### config.mk
export PLATFORM = sky130hd
export DESIGN_NAME = priority_request_queue_flat
export DESIGN_NICKNAME = d
export VERILOG_FILES = /design/src/rtl/prq_pkg.sv /design/src/rtl/prq_if.sv /design/src/rtl/priority_request_queue.sv /design/src/flat_wrapper.sv
export SDC_FILE = /design/constraint.sdc
export NUM_CORES = 1
export LEC_CHECK = 0
export ABC_CLOCK_PERIOD_IN_PS = 10500
export BUFFER_PORTS_ARGS = -buffer_cell sky130_fd_sc_hd__buf_2
export CAP_MARGIN = 20
export CORE_MARGIN = 2
export CORE_UTILIZATION = 62
export DETAILED_ROUTE_END_ITERATION = 12
export PLACE_DENSITY = 0.83
export SLEW_MARGIN = 15
export SYNTH_ARGS = -nofsm -noshare
export SYNTH_HDL_FRONTEND = slang
export SYNTH_SLANG_ARGS = --single-unit
### constraint.sdc
create_clock -name clock -period 10.5 [get_ports clock]
set_clock_uncertainty 0.05 [all_clocks]
set_input_delay 0.525 -clock clock [delete_from_list [all_inputs] [get_ports clock]]
set_output_delay 0.525 -clock clock [all_outputs]
set_load 0.05 [all_outputs]
### src/rtl/prq_pkg.sv
// Shared constants, word types and codes of the priority request queue.
`default_nettype none

package prq_pkg;

   localparam int NUM_LEVELS    = 4;
   localparam int LEVEL_DEPTH   = 4;
   localparam int HANDLE_BITS   = 8;
   localparam int TOTAL_ENTRIES = NUM_LEVELS * LEVEL_DEPTH;

   localparam int LEVEL_BITS = $clog2(NUM_LEVELS);
   localparam int POS_BITS   = $clog2(LEVEL_DEPTH);
   localparam int COUNT_BITS = $clog2(LEVEL_DEPTH + 1);
   localparam int STEP_BITS  = $clog2(NUM_LEVELS + 1);
   localparam int ADDR_BITS  = $clog2(TOTAL_ENTRIES);

   typedef enum logic [1:0] {
      CMD_ENQUEUE = 2'd0,
      CMD_REMOVE  = 2'd1,
      CMD_UPDATE  = 2'd2,
      CMD_SELECT  = 2'd3
   } cmd_type;

   typedef enum logic [1:0] {
      STS_DONE       = 2'd0,
      STS_LEVEL_FULL = 2'd1,
      STS_NOT_FOUND  = 2'd2,
      STS_NONE_READY = 2'd3
   } status_type;

   typedef struct packed {
      cmd_type    command;
      logic [7:0] handle;
      logic [1:0] priority_req;
      logic       has_file;
      logic       in_progress;
      logic       wants_data;
      logic [1:0] buffers_filled;
   } req_word_type;

   typedef struct packed {
      status_type status;
      logic [7:0] selected_handle;
      logic [1:0] selected_level;
   } rsp_word_type;

   typedef struct packed {
      logic [1:0] buffers_filled;
      logic       wants_data;
      logic       in_progress;
      logic       has_file;
   } flags_type;

   typedef struct packed {
      flags_type              flags;
      logic [HANDLE_BITS-1:0] handle;
   } entry_type;

endpackage

`default_nettype wire

### src/rtl/prq_if.sv
// Valid/ready channel interfaces for request and response words.
`default_nettype none

interface prq_req_if;
   import prq_pkg::*;
   logic         valid;
   logic         ready;
   req_word_type word;
   modport source (output valid, output word, input ready);
   modport sink (input valid, input word, output ready);
endinterface

interface prq_rsp_if;
   import prq_pkg::*;
   logic         valid;
   logic         ready;
   rsp_word_type word;
   modport source (output valid, output word, input ready);
   modport sink (input valid, input word, output ready);
endinterface

`default_nettype wire

### src/rtl/priority_request_queue.sv
// Multi-level priority queue of request handles with eligibility flags.
//
// Usage: commands arrive as words on req_port (enqueue, remove, update flags,
// select next eligible) and each gives exactly one response word on rsp_port
// carrying a status, and for select the chosen handle and its level.
// Entries sit in one synchronous memory of NUM_LEVELS * LEVEL_DEPTH words with
// a registered read port; per-level fill counts sit in flip-flops.
// One command is worked on at a time; req_port.ready is high while idle.
// Enqueue: ST_ENQ writes the entry unless the level is full; ST_FINISH responds.
// Remove, update, select: a pipelined scan reads one stored entry per cycle
// and steps to the next level once a level is read out; remove then closes
// the gap by reading each following entry in ST_SH_RD and writing it one slot
// lower in ST_SH_WR. The memory read port and the single scan pointer set the
// pace of a search.
// Reset empties every level at once; memory contents are not cleared.
// A response word waits in an output register; the next command is taken
// while it waits, and its own response holds until the register is free.
`default_nettype none

module priority_request_queue (
   input  wire logic clock,
   input  wire logic reset,
   prq_req_if.sink   req_port,
   prq_rsp_if.source rsp_port
);
   import prq_pkg::*;

   typedef enum logic [5:0] {
      ST_IDLE   = 6'b000001,
      ST_ENQ    = 6'b000010,
      ST_SCAN   = 6'b000100,
      ST_SH_RD  = 6'b001000,
      ST_SH_WR  = 6'b010000,
      ST_FINISH = 6'b100000
   } state_type;

   entry_type entry_mem [TOTAL_ENTRIES];

   state_type state_ff, state_in;
   logic [COUNT_BITS-1:0] level_count_ff [NUM_LEVELS];

   cmd_type                op_cmd_ff, op_cmd_in;
   logic [HANDLE_BITS-1:0] op_handle_ff, op_handle_in;
   logic [LEVEL_BITS-1:0]  op_level_ff, op_level_in;
   flags_type              op_flags_ff, op_flags_in;

   logic [STEP_BITS-1:0]  scan_k_ff, scan_k_in;
   logic [COUNT_BITS-1:0] scan_j_ff, scan_j_in;
   logic                  rd_valid_ff, rd_valid_in;
   logic [LEVEL_BITS-1:0] rd_lvl_ff, rd_lvl_in;
   logic [POS_BITS-1:0]   rd_pos_ff, rd_pos_in;
   entry_type             rd_word_ff;

   logic [LEVEL_BITS-1:0] shift_lvl_ff, shift_lvl_in;
   logic [POS_BITS-1:0]   shift_pos_ff, shift_pos_in;

   status_type            res_status_ff, res_status_in;
   logic [7:0]            res_handle_ff, res_handle_in;
   logic [1:0]            res_level_ff, res_level_in;

   logic                  rsp_valid_ff, rsp_valid_in;
   rsp_word_type          rsp_word_ff, rsp_word_in;

   logic                  mem_we;
   logic [ADDR_BITS-1:0]  mem_waddr;
   entry_type             mem_wdata;
   logic [ADDR_BITS-1:0]  mem_raddr;

   logic                  count_we;
   logic [COUNT_BITS-1:0] count_wdata;
   logic [LEVEL_BITS-1:0] cur_lvl;
   logic [COUNT_BITS-1:0] cur_count;

   logic                  scan_up;
   logic [LEVEL_BITS-1:0] scan_lvl;
   logic [COUNT_BITS-1:0] scan_down_pos;
   logic [POS_BITS-1:0]   scan_pos;
   logic                  hit;
   logic                  req_take;
   logic                  rsp_free;

   function automatic logic [ADDR_BITS-1:0] slot_addr(logic [LEVEL_BITS-1:0] lvl,
                                                      logic [POS_BITS-1:0]   pos);
      slot_addr = ADDR_BITS'(lvl) * ADDR_BITS'(LEVEL_DEPTH) + ADDR_BITS'(pos);
   endfunction

   function automatic logic is_eligible(flags_type f, logic [LEVEL_BITS-1:0] lvl);
      logic base_ok;
      base_ok = f.has_file && f.in_progress && f.wants_data;
      if (lvl == LEVEL_BITS'(NUM_LEVELS - 1)) begin
         is_eligible = base_ok && (f.buffers_filled == 2'd0);
      end else begin
         is_eligible = base_ok && (f.buffers_filled < 2'd2);
      end
   endfunction

   assign req_port.ready = (state_ff == ST_IDLE);
   assign req_take       = req_port.valid && (state_ff == ST_IDLE);
   assign rsp_free       = !rsp_valid_ff || rsp_port.ready;
   assign rsp_port.valid = rsp_valid_ff;
   assign rsp_port.word  = rsp_word_ff;

   assign scan_up       = (op_cmd_ff != CMD_SELECT);
   assign scan_lvl      = scan_up ? scan_k_ff[LEVEL_BITS-1:0]
                                  : LEVEL_BITS'(NUM_LEVELS - 1) - scan_k_ff[LEVEL_BITS-1:0];
   assign scan_down_pos = cur_count - COUNT_BITS'(1) - scan_j_ff;
   assign scan_pos      = scan_up ? scan_j_ff[POS_BITS-1:0] : scan_down_pos[POS_BITS-1:0];

   always_comb begin
      case (state_ff)
         ST_ENQ:              cur_lvl = op_level_ff;
         ST_SH_RD, ST_SH_WR:  cur_lvl = shift_lvl_ff;
         default:             cur_lvl = scan_lvl;
      endcase
   end

   assign cur_count = level_count_ff[cur_lvl];

   always_comb begin
      if (op_cmd_ff == CMD_SELECT) begin
         hit = rd_valid_ff && is_eligible(rd_word_ff.flags, rd_lvl_ff);
      end else begin
         hit = rd_valid_ff && (rd_word_ff.handle == op_handle_ff);
      end
   end

   always_comb begin
      state_in      = state_ff;
      op_cmd_in     = op_cmd_ff;
      op_handle_in  = op_handle_ff;
      op_level_in   = op_level_ff;
      op_flags_in   = op_flags_ff;
      scan_k_in     = scan_k_ff;
      scan_j_in     = scan_j_ff;
      rd_valid_in   = 1'b0;
      rd_lvl_in     = rd_lvl_ff;
      rd_pos_in     = rd_pos_ff;
      shift_lvl_in  = shift_lvl_ff;
      shift_pos_in  = shift_pos_ff;
      res_status_in = res_status_ff;
      res_handle_in = res_handle_ff;
      res_level_in  = res_level_ff;
      rsp_valid_in  = rsp_valid_ff && !rsp_port.ready;
      rsp_word_in   = rsp_word_ff;
      mem_we        = 1'b0;
      mem_waddr     = slot_addr(shift_lvl_ff, shift_pos_ff);
      mem_wdata     = rd_word_ff;
      mem_raddr     = slot_addr(scan_lvl, scan_pos);
      count_we      = 1'b0;
      count_wdata   = cur_count;

      case (state_ff)
         ST_IDLE: begin
            if (req_take) begin
               op_cmd_in    = req_port.word.command;
               op_handle_in = HANDLE_BITS'(req_port.word.handle);
               if (32'(req_port.word.priority_req) > NUM_LEVELS - 1) begin
                  op_level_in = LEVEL_BITS'(NUM_LEVELS - 1);
               end else begin
                  op_level_in = LEVEL_BITS'(req_port.word.priority_req);
               end
               op_flags_in.has_file       = req_port.word.has_file;
               op_flags_in.in_progress    = req_port.word.in_progress;
               op_flags_in.wants_data     = req_port.word.wants_data;
               op_flags_in.buffers_filled = req_port.word.buffers_filled;
               res_status_in = STS_DONE;
               res_handle_in = '0;
               res_level_in  = '0;
               scan_k_in     = '0;
               scan_j_in     = '0;
               if (req_port.word.command == CMD_ENQUEUE) begin
                  state_in = ST_ENQ;
               end else begin
                  state_in = ST_SCAN;
               end
            end
         end
         ST_ENQ: begin
            if (cur_count >= COUNT_BITS'(LEVEL_DEPTH)) begin
               res_status_in = STS_LEVEL_FULL;
            end else begin
               mem_we      = 1'b1;
               mem_waddr   = slot_addr(op_level_ff, cur_count[POS_BITS-1:0]);
               mem_wdata   = '{flags: op_flags_ff, handle: op_handle_ff};
               count_we    = 1'b1;
               count_wdata = cur_count + COUNT_BITS'(1);
            end
            state_in = ST_FINISH;
         end
         ST_SCAN: begin
            if (hit) begin
               case (op_cmd_ff)
                  CMD_REMOVE: begin
                     shift_lvl_in = rd_lvl_ff;
                     shift_pos_in = rd_pos_ff;
                     state_in     = ST_SH_RD;
                  end
                  CMD_UPDATE: begin
                     mem_we    = 1'b1;
                     mem_waddr = slot_addr(rd_lvl_ff, rd_pos_ff);
                     mem_wdata = '{flags: op_flags_ff, handle: rd_word_ff.handle};
                     state_in  = ST_FINISH;
                  end
                  default: begin
                     res_handle_in = 8'(rd_word_ff.handle);
                     res_level_in  = 2'(rd_lvl_ff);
                     state_in      = ST_FINISH;
                  end
               endcase
            end else if (scan_k_ff < STEP_BITS'(NUM_LEVELS)) begin
               if (scan_j_ff < cur_count) begin
                  rd_valid_in = 1'b1;
                  rd_lvl_in   = scan_lvl;
                  rd_pos_in   = scan_pos;
                  scan_j_in   = scan_j_ff + COUNT_BITS'(1);
               end else begin
                  scan_k_in = scan_k_ff + STEP_BITS'(1);
                  scan_j_in = '0;
               end
            end else if (!rd_valid_ff) begin
               if (op_cmd_ff == CMD_SELECT) begin
                  res_status_in = STS_NONE_READY;
               end else begin
                  res_status_in = STS_NOT_FOUND;
               end
               state_in = ST_FINISH;
            end
         end
         ST_SH_RD: begin
            if (COUNT_BITS'(shift_pos_ff) + COUNT_BITS'(1) < cur_count) begin
               mem_raddr = slot_addr(shift_lvl_ff, POS_BITS'(shift_pos_ff + POS_BITS'(1)));
               state_in  = ST_SH_WR;
            end else begin
               count_we    = 1'b1;
               count_wdata = cur_count - COUNT_BITS'(1);
               state_in    = ST_FINISH;
            end
         end
         ST_SH_WR: begin
            mem_we       = 1'b1;
            shift_pos_in = shift_pos_ff + POS_BITS'(1);
            state_in     = ST_SH_RD;
         end
         ST_FINISH: begin
            if (rsp_free) begin
               rsp_valid_in = 1'b1;
               rsp_word_in  = '{status: res_status_ff, selected_handle: res_handle_ff,
                                selected_level: res_level_ff};
               state_in     = ST_IDLE;
            end
         end
         default: begin
            state_in = ST_IDLE;
         end
      endcase
   end

   always_ff @(posedge clock) begin
      if (mem_we) begin
         entry_mem[mem_waddr] <= mem_wdata;
      end
      rd_word_ff <= entry_mem[mem_raddr];
   end

   always_ff @(posedge clock) begin
      if (reset) begin
         state_ff     <= ST_IDLE;
         rd_valid_ff  <= 1'b0;
         rsp_valid_ff <= 1'b0;
         for (int i = 0; i < NUM_LEVELS; i++) begin
            level_count_ff[i] <= '0;
         end
      end else begin
         state_ff     <= state_in;
         rd_valid_ff  <= rd_valid_in;
         rsp_valid_ff <= rsp_valid_in;
         if (count_we) begin
            level_count_ff[cur_lvl] <= count_wdata;
         end
      end
   end

   always_ff @(posedge clock) begin
      op_cmd_ff     <= op_cmd_in;
      op_handle_ff  <= op_handle_in;
      op_level_ff   <= op_level_in;
      op_flags_ff   <= op_flags_in;
      scan_k_ff     <= scan_k_in;
      scan_j_ff     <= scan_j_in;
      rd_lvl_ff     <= rd_lvl_in;
      rd_pos_ff     <= rd_pos_in;
      shift_lvl_ff  <= shift_lvl_in;
      shift_pos_ff  <= shift_pos_in;
      res_status_ff <= res_status_in;
      res_handle_ff <= res_handle_in;
      res_level_ff  <= res_level_in;
      rsp_word_ff   <= rsp_word_in;
   end

endmodule

`default_nettype wire
### src/flat_wrapper.sv
// flat-port wrapper written by rule: the top's interface ports become plain ports
module priority_request_queue_flat import prq_pkg::*;
  (clock, reset, req_port_valid, req_port_word, req_port_ready, rsp_port_valid, rsp_port_word, rsp_port_ready);
  prq_req_if req_port_i ();
  prq_rsp_if rsp_port_i ();
  input  wire logic clock;
  input  wire logic reset;
  input wire logic [$bits(req_port_i.valid)-1:0] req_port_valid;
  input wire logic [$bits(req_port_i.word)-1:0] req_port_word;
  output wire logic [$bits(req_port_i.ready)-1:0] req_port_ready;
  output wire logic [$bits(rsp_port_i.valid)-1:0] rsp_port_valid;
  output wire logic [$bits(rsp_port_i.word)-1:0] rsp_port_word;
  input wire logic [$bits(rsp_port_i.ready)-1:0] rsp_port_ready;
  assign req_port_i.valid = req_port_valid;
  assign req_port_i.word = req_port_word;
  assign req_port_ready = req_port_i.ready;
  assign rsp_port_valid = rsp_port_i.valid;
  assign rsp_port_word = rsp_port_i.word;
  assign rsp_port_i.ready = rsp_port_ready;
  priority_request_queue u_core (.clock(clock), .reset(reset), .req_port(req_port_i), .rsp_port(rsp_port_i));
endmodule
==> flow_summary.ini <==
[synthesis]
ys_types = 60
seq_area_frac_synth_pct = 68.6
synthArstFlopShare_pct = 0
synth_edf_count = 275
syn-num-nets = 883
ys_warn_count = 0
synth-seq-cells = 296
avgSynthCellArea_um2 = 14.9
synth_ff_type = edfxtp_1
synthesis.area_um2 = 12700
netlist_instances = 850

[run_status]
status = complete, no violations

[global_routing]
grt_pass1_wl_um = 43000
grt_pass1_vias = 7367
antenna_found_initial = 0
grt_max_degree = 61
grt-ovfl-total = 0
track_usage_pct = 26.1

[layout]
final_cell_area_um2 = 14000
diodes = 0
final_nets = 915
area_delta_synth_final_pct = 10.3
drive_gt1_share_pct = 15.7
fin_cells = 1173

[timing]
rsz0062_at_grt = false
setup_tns_ps = 0
setup_violations = 0
slew-limit-headroom_pct = 29.4
min_period_ps = 6410
fmax_mhz = 156
tightestPinTransition_ps = 1060
maxSlewViolCount = 0
layout_worst_path_cycle_share_pct = 61.0
setup_slack_ps = 4090
hold_viol_final = 0

[worst_setup_path]
worstPathCellList = ha_1, xor2_1, o221ai_1, nand3_1, a21oi_1, a22oi_1, ha_1, nand2_1, or4b_2, nand4_1, xor2_1, o21ai_0, o21ai_4, buf_4, buf_4, a211oi_1, or4_1
cpPeakStageDelay_ps = 650
end_kind = register
rr_worst_depth = 17
crit_end = u_core.rd_word_ff[10]$_DFF_P_
crit_start = u_core.op_cmd_ff[0]$_DFFE_PP_
cp.arrival_ps = 6770
slowest_stage = buf_4
timing.rr.end = u_core.rd_word_ff[10]$_DFF_P_
critPathLaunchType = register
path_max_fanout = 60
worstPathRequired_ps = 10860
ff2ff_setup_slack_ps = 4090
reg2reg_from = u_core.op_cmd_ff[0]$_DFFE_PP_
crit_type = register to register

[detailed_routing]
vias_per_cell = 6.51
post_drt_wl_per_cell_um = 24.1
first_pass_iters = 5
drc = 0
drtIter0Drc = 874
ant_nets = 0
wirelength_um = 28300
vias = 7634

[clock_network]
clock_sinks = 296
cts_buffers = 28
cts_max_path_buffers = 3
cts_root_buf = clkbuf_16
h-tree-depth = 1
clkLatencyLatePin_ps = 550
cts_hold_buffers = 0
tritoncts = yes
cts-resized-gates = 0
cts.clk_slew.worst_paths_ps = 60
post_cts_buffers = 0

[worst_hold_path]
min_path_type = input pin to register
holdPathStages = 1

[power]
swShare_pct = 36.4
finalPower_mw = 4.03
combPwrFrac_pct = 35.8
p_seq_share_pct = 40.1
p_leak_nw = 4.71
ir_drop_v = 0.000197
internal_power_mw = 2.56
power_density_nw_per_um2 = 289
switchingPower_mw = 1.47
p_clk_share_pct = 24.1

[floorplanning]
die_w_um = 147
core_region_area_um2 = 20100
fp.dieH_um = 147
ios = 35
row_count = 52
start_util_pct = 63.0
die-area_um2 = 21600

[placed_design]
place.gp.congestion = 0.887
portBuffers = 34
pre_cts_slack_ps = 4270
dp_hpwl_um = 17100
place_area_um2 = 13100
dp.cells = 1122

[run]
maxCapViolations = 0
[per-stage QoR]
stage | hold slack (ps) | util (%)
2_1_floorplan | 350 | -
3_3_place_gp | 353 | 65.1
3_5_place_dp | 357 | 65.1
4_1_cts | 97.7 | 69.4
5_1_grt | 93.6 | 69.4
6_report | 106 | 69.4
[critical path: cells and delay by family, from the launching register on]
family | cells | cell delay (ps)
and+or+nand+nor | 5 | 1890
AOI/OAI and AO/OA | 6 | 1390
buffers and inverters | 2 | 1100
adders and majority gates | 2 | 700
xor gates and xnor gates | 2 | 640
DFF | 1 | 430
[cell usage in the layout (no fill, tap or decap), types with 12 or more instances in the layout]
master / instances
nor2_1: 38
inv_1: 21
mux2i_1: 62
and2_1: 13
a21oi_1: 14
nor3b_1: 53
a211oi_1: 94
nand3_1: 13
o21ai_0: 14
nand2_1: 19
clkbuf_16: 28
xnor2_1: 13
dfxtp_1: 21
buf_2: 34
buf_4: 18
edfxtp_1: 275
ha_1: 12
or4_1: 15
mux2_2: 15
[metal layers]
metal,up-vias,global-route usage [%],part of all wire [%],routed length [um]
li1,3402,-,-,-
met1,3775,36.0,39,11100
met2,403,44.4,50,14100
met3,54,3.79,8.7,2460
met4,0,6.65,2.2,633
met5,-,0,0,0
[power groups by stage]
stage	combinational, mW	clock [mW]	sequential [mW]
4_1_cts	1.42	0.973	1.62
3_3_place_gp	1.36	0	1.64
2_1_floorplan	1.10	0	1.60
6_report	1.44	0.971	1.62
3_5_place_dp	1.40	0	1.64
5_1_grt	1.56	1.02	1.63
[worst min path at each step]
stage                                           from                           endpoint  slack [ps]
6_report                            req_port_word[0]    u_core.op_flags_ff[3]$_DFFE_PP_         110
5_1_grt                            req_port_word[11]   u_core.op_handle_ff[4]$_DFFE_PP_          90
4_1_cts                             req_port_word[0]    u_core.op_flags_ff[3]$_DFFE_PP_         100
3_5_place_dp   u_core.res_handle_ff[2]$_SDFFCE_PN0P_  u_core.rsp_port.word[4]$_DFFE_PP_         360
3_3_place_gp    u_core.res_level_ff[1]$_SDFFCE_PN0P_  u_core.rsp_port.word[1]$_DFFE_PP_         350
2_1_floorplan   u_core.res_level_ff[0]$_SDFFCE_PN0P_  u_core.rsp_port.word[0]$_DFFE_PP_         350
[sequential cells by signal (all words and copies together) (netlist names), 5 cells and up]
name                   cells
u_core.level_count_ff     12
u_core.op_flags_ff         5
u_core.res_handle_ff       8
u_core.rsp_port.word      12
u_core.rd_word_ff         13
u_core.op_handle_ff        8
u_core.state_ff            6
u_core.entry_mem         208
[Yosys cell counts, types with 2 or more instances]
library cell  number  area (um^2)
a211oi_1          94          706
a211oi_2          10          125
a21oi_1           14         70.1
a22o_1             2         17.5
a22oi_1            2         15.0
a311oi_1           2         17.5
a31oi_1            3         18.8
and2_1            13         81.3
and3_1             5         31.3
buf_2             18         90.1
buf_6              5         56.3
clkbuf_1          25         93.8
dfxtp_1           21          420
edfxtp_1         275         8260
ha_1              12          150
inv_1             21         78.8
mux2_2            15          169
mux2i_1           62          621
nand2_1           19         71.3
nand2b_1           8         50.1
nand3_1           13         65.1
nand3b_1           2         15.0
nand4_1            4         25.0
nor2_1            44          165
nor2b_1            5         31.3
nor3_1             6         30.0
nor3b_1           53          398
nor4_1             3         18.8
nor4_4             3         63.8
o21a_1             2         15.0
o21ai_0           14         70.1
o21bai_1           2         15.0
o221ai_1           2         17.5
o31ai_1            4         30.0
or2_2              6         37.5
or3_1              3         18.8
or4_1             15          113
xnor2_1           13          114
xor2_1             9         78.8
[cell families after synthesis]
| logic type | synth area share, % |
|---|---|
| simple gates | 10.2 |
| flops | 68.6 |
| fa+ha+maj | 1.19 |
| compound gates | 9.51 |
| xor+xnor | 1.52 |
| mux | 6.35 |
| buf+inv | 2.64 |
[final cells by class]
class                      count  area (um^2)
timing repair buffer          52          305
clock inverter                16          141
clock buffer                  35          737
multi-input combinational    482         3680
sequential                   296         8680
tap                          270          338
inverter                      22         82.6
fill                        1215         6140
No activity file was read; power rests on OpenSTA's default activity.
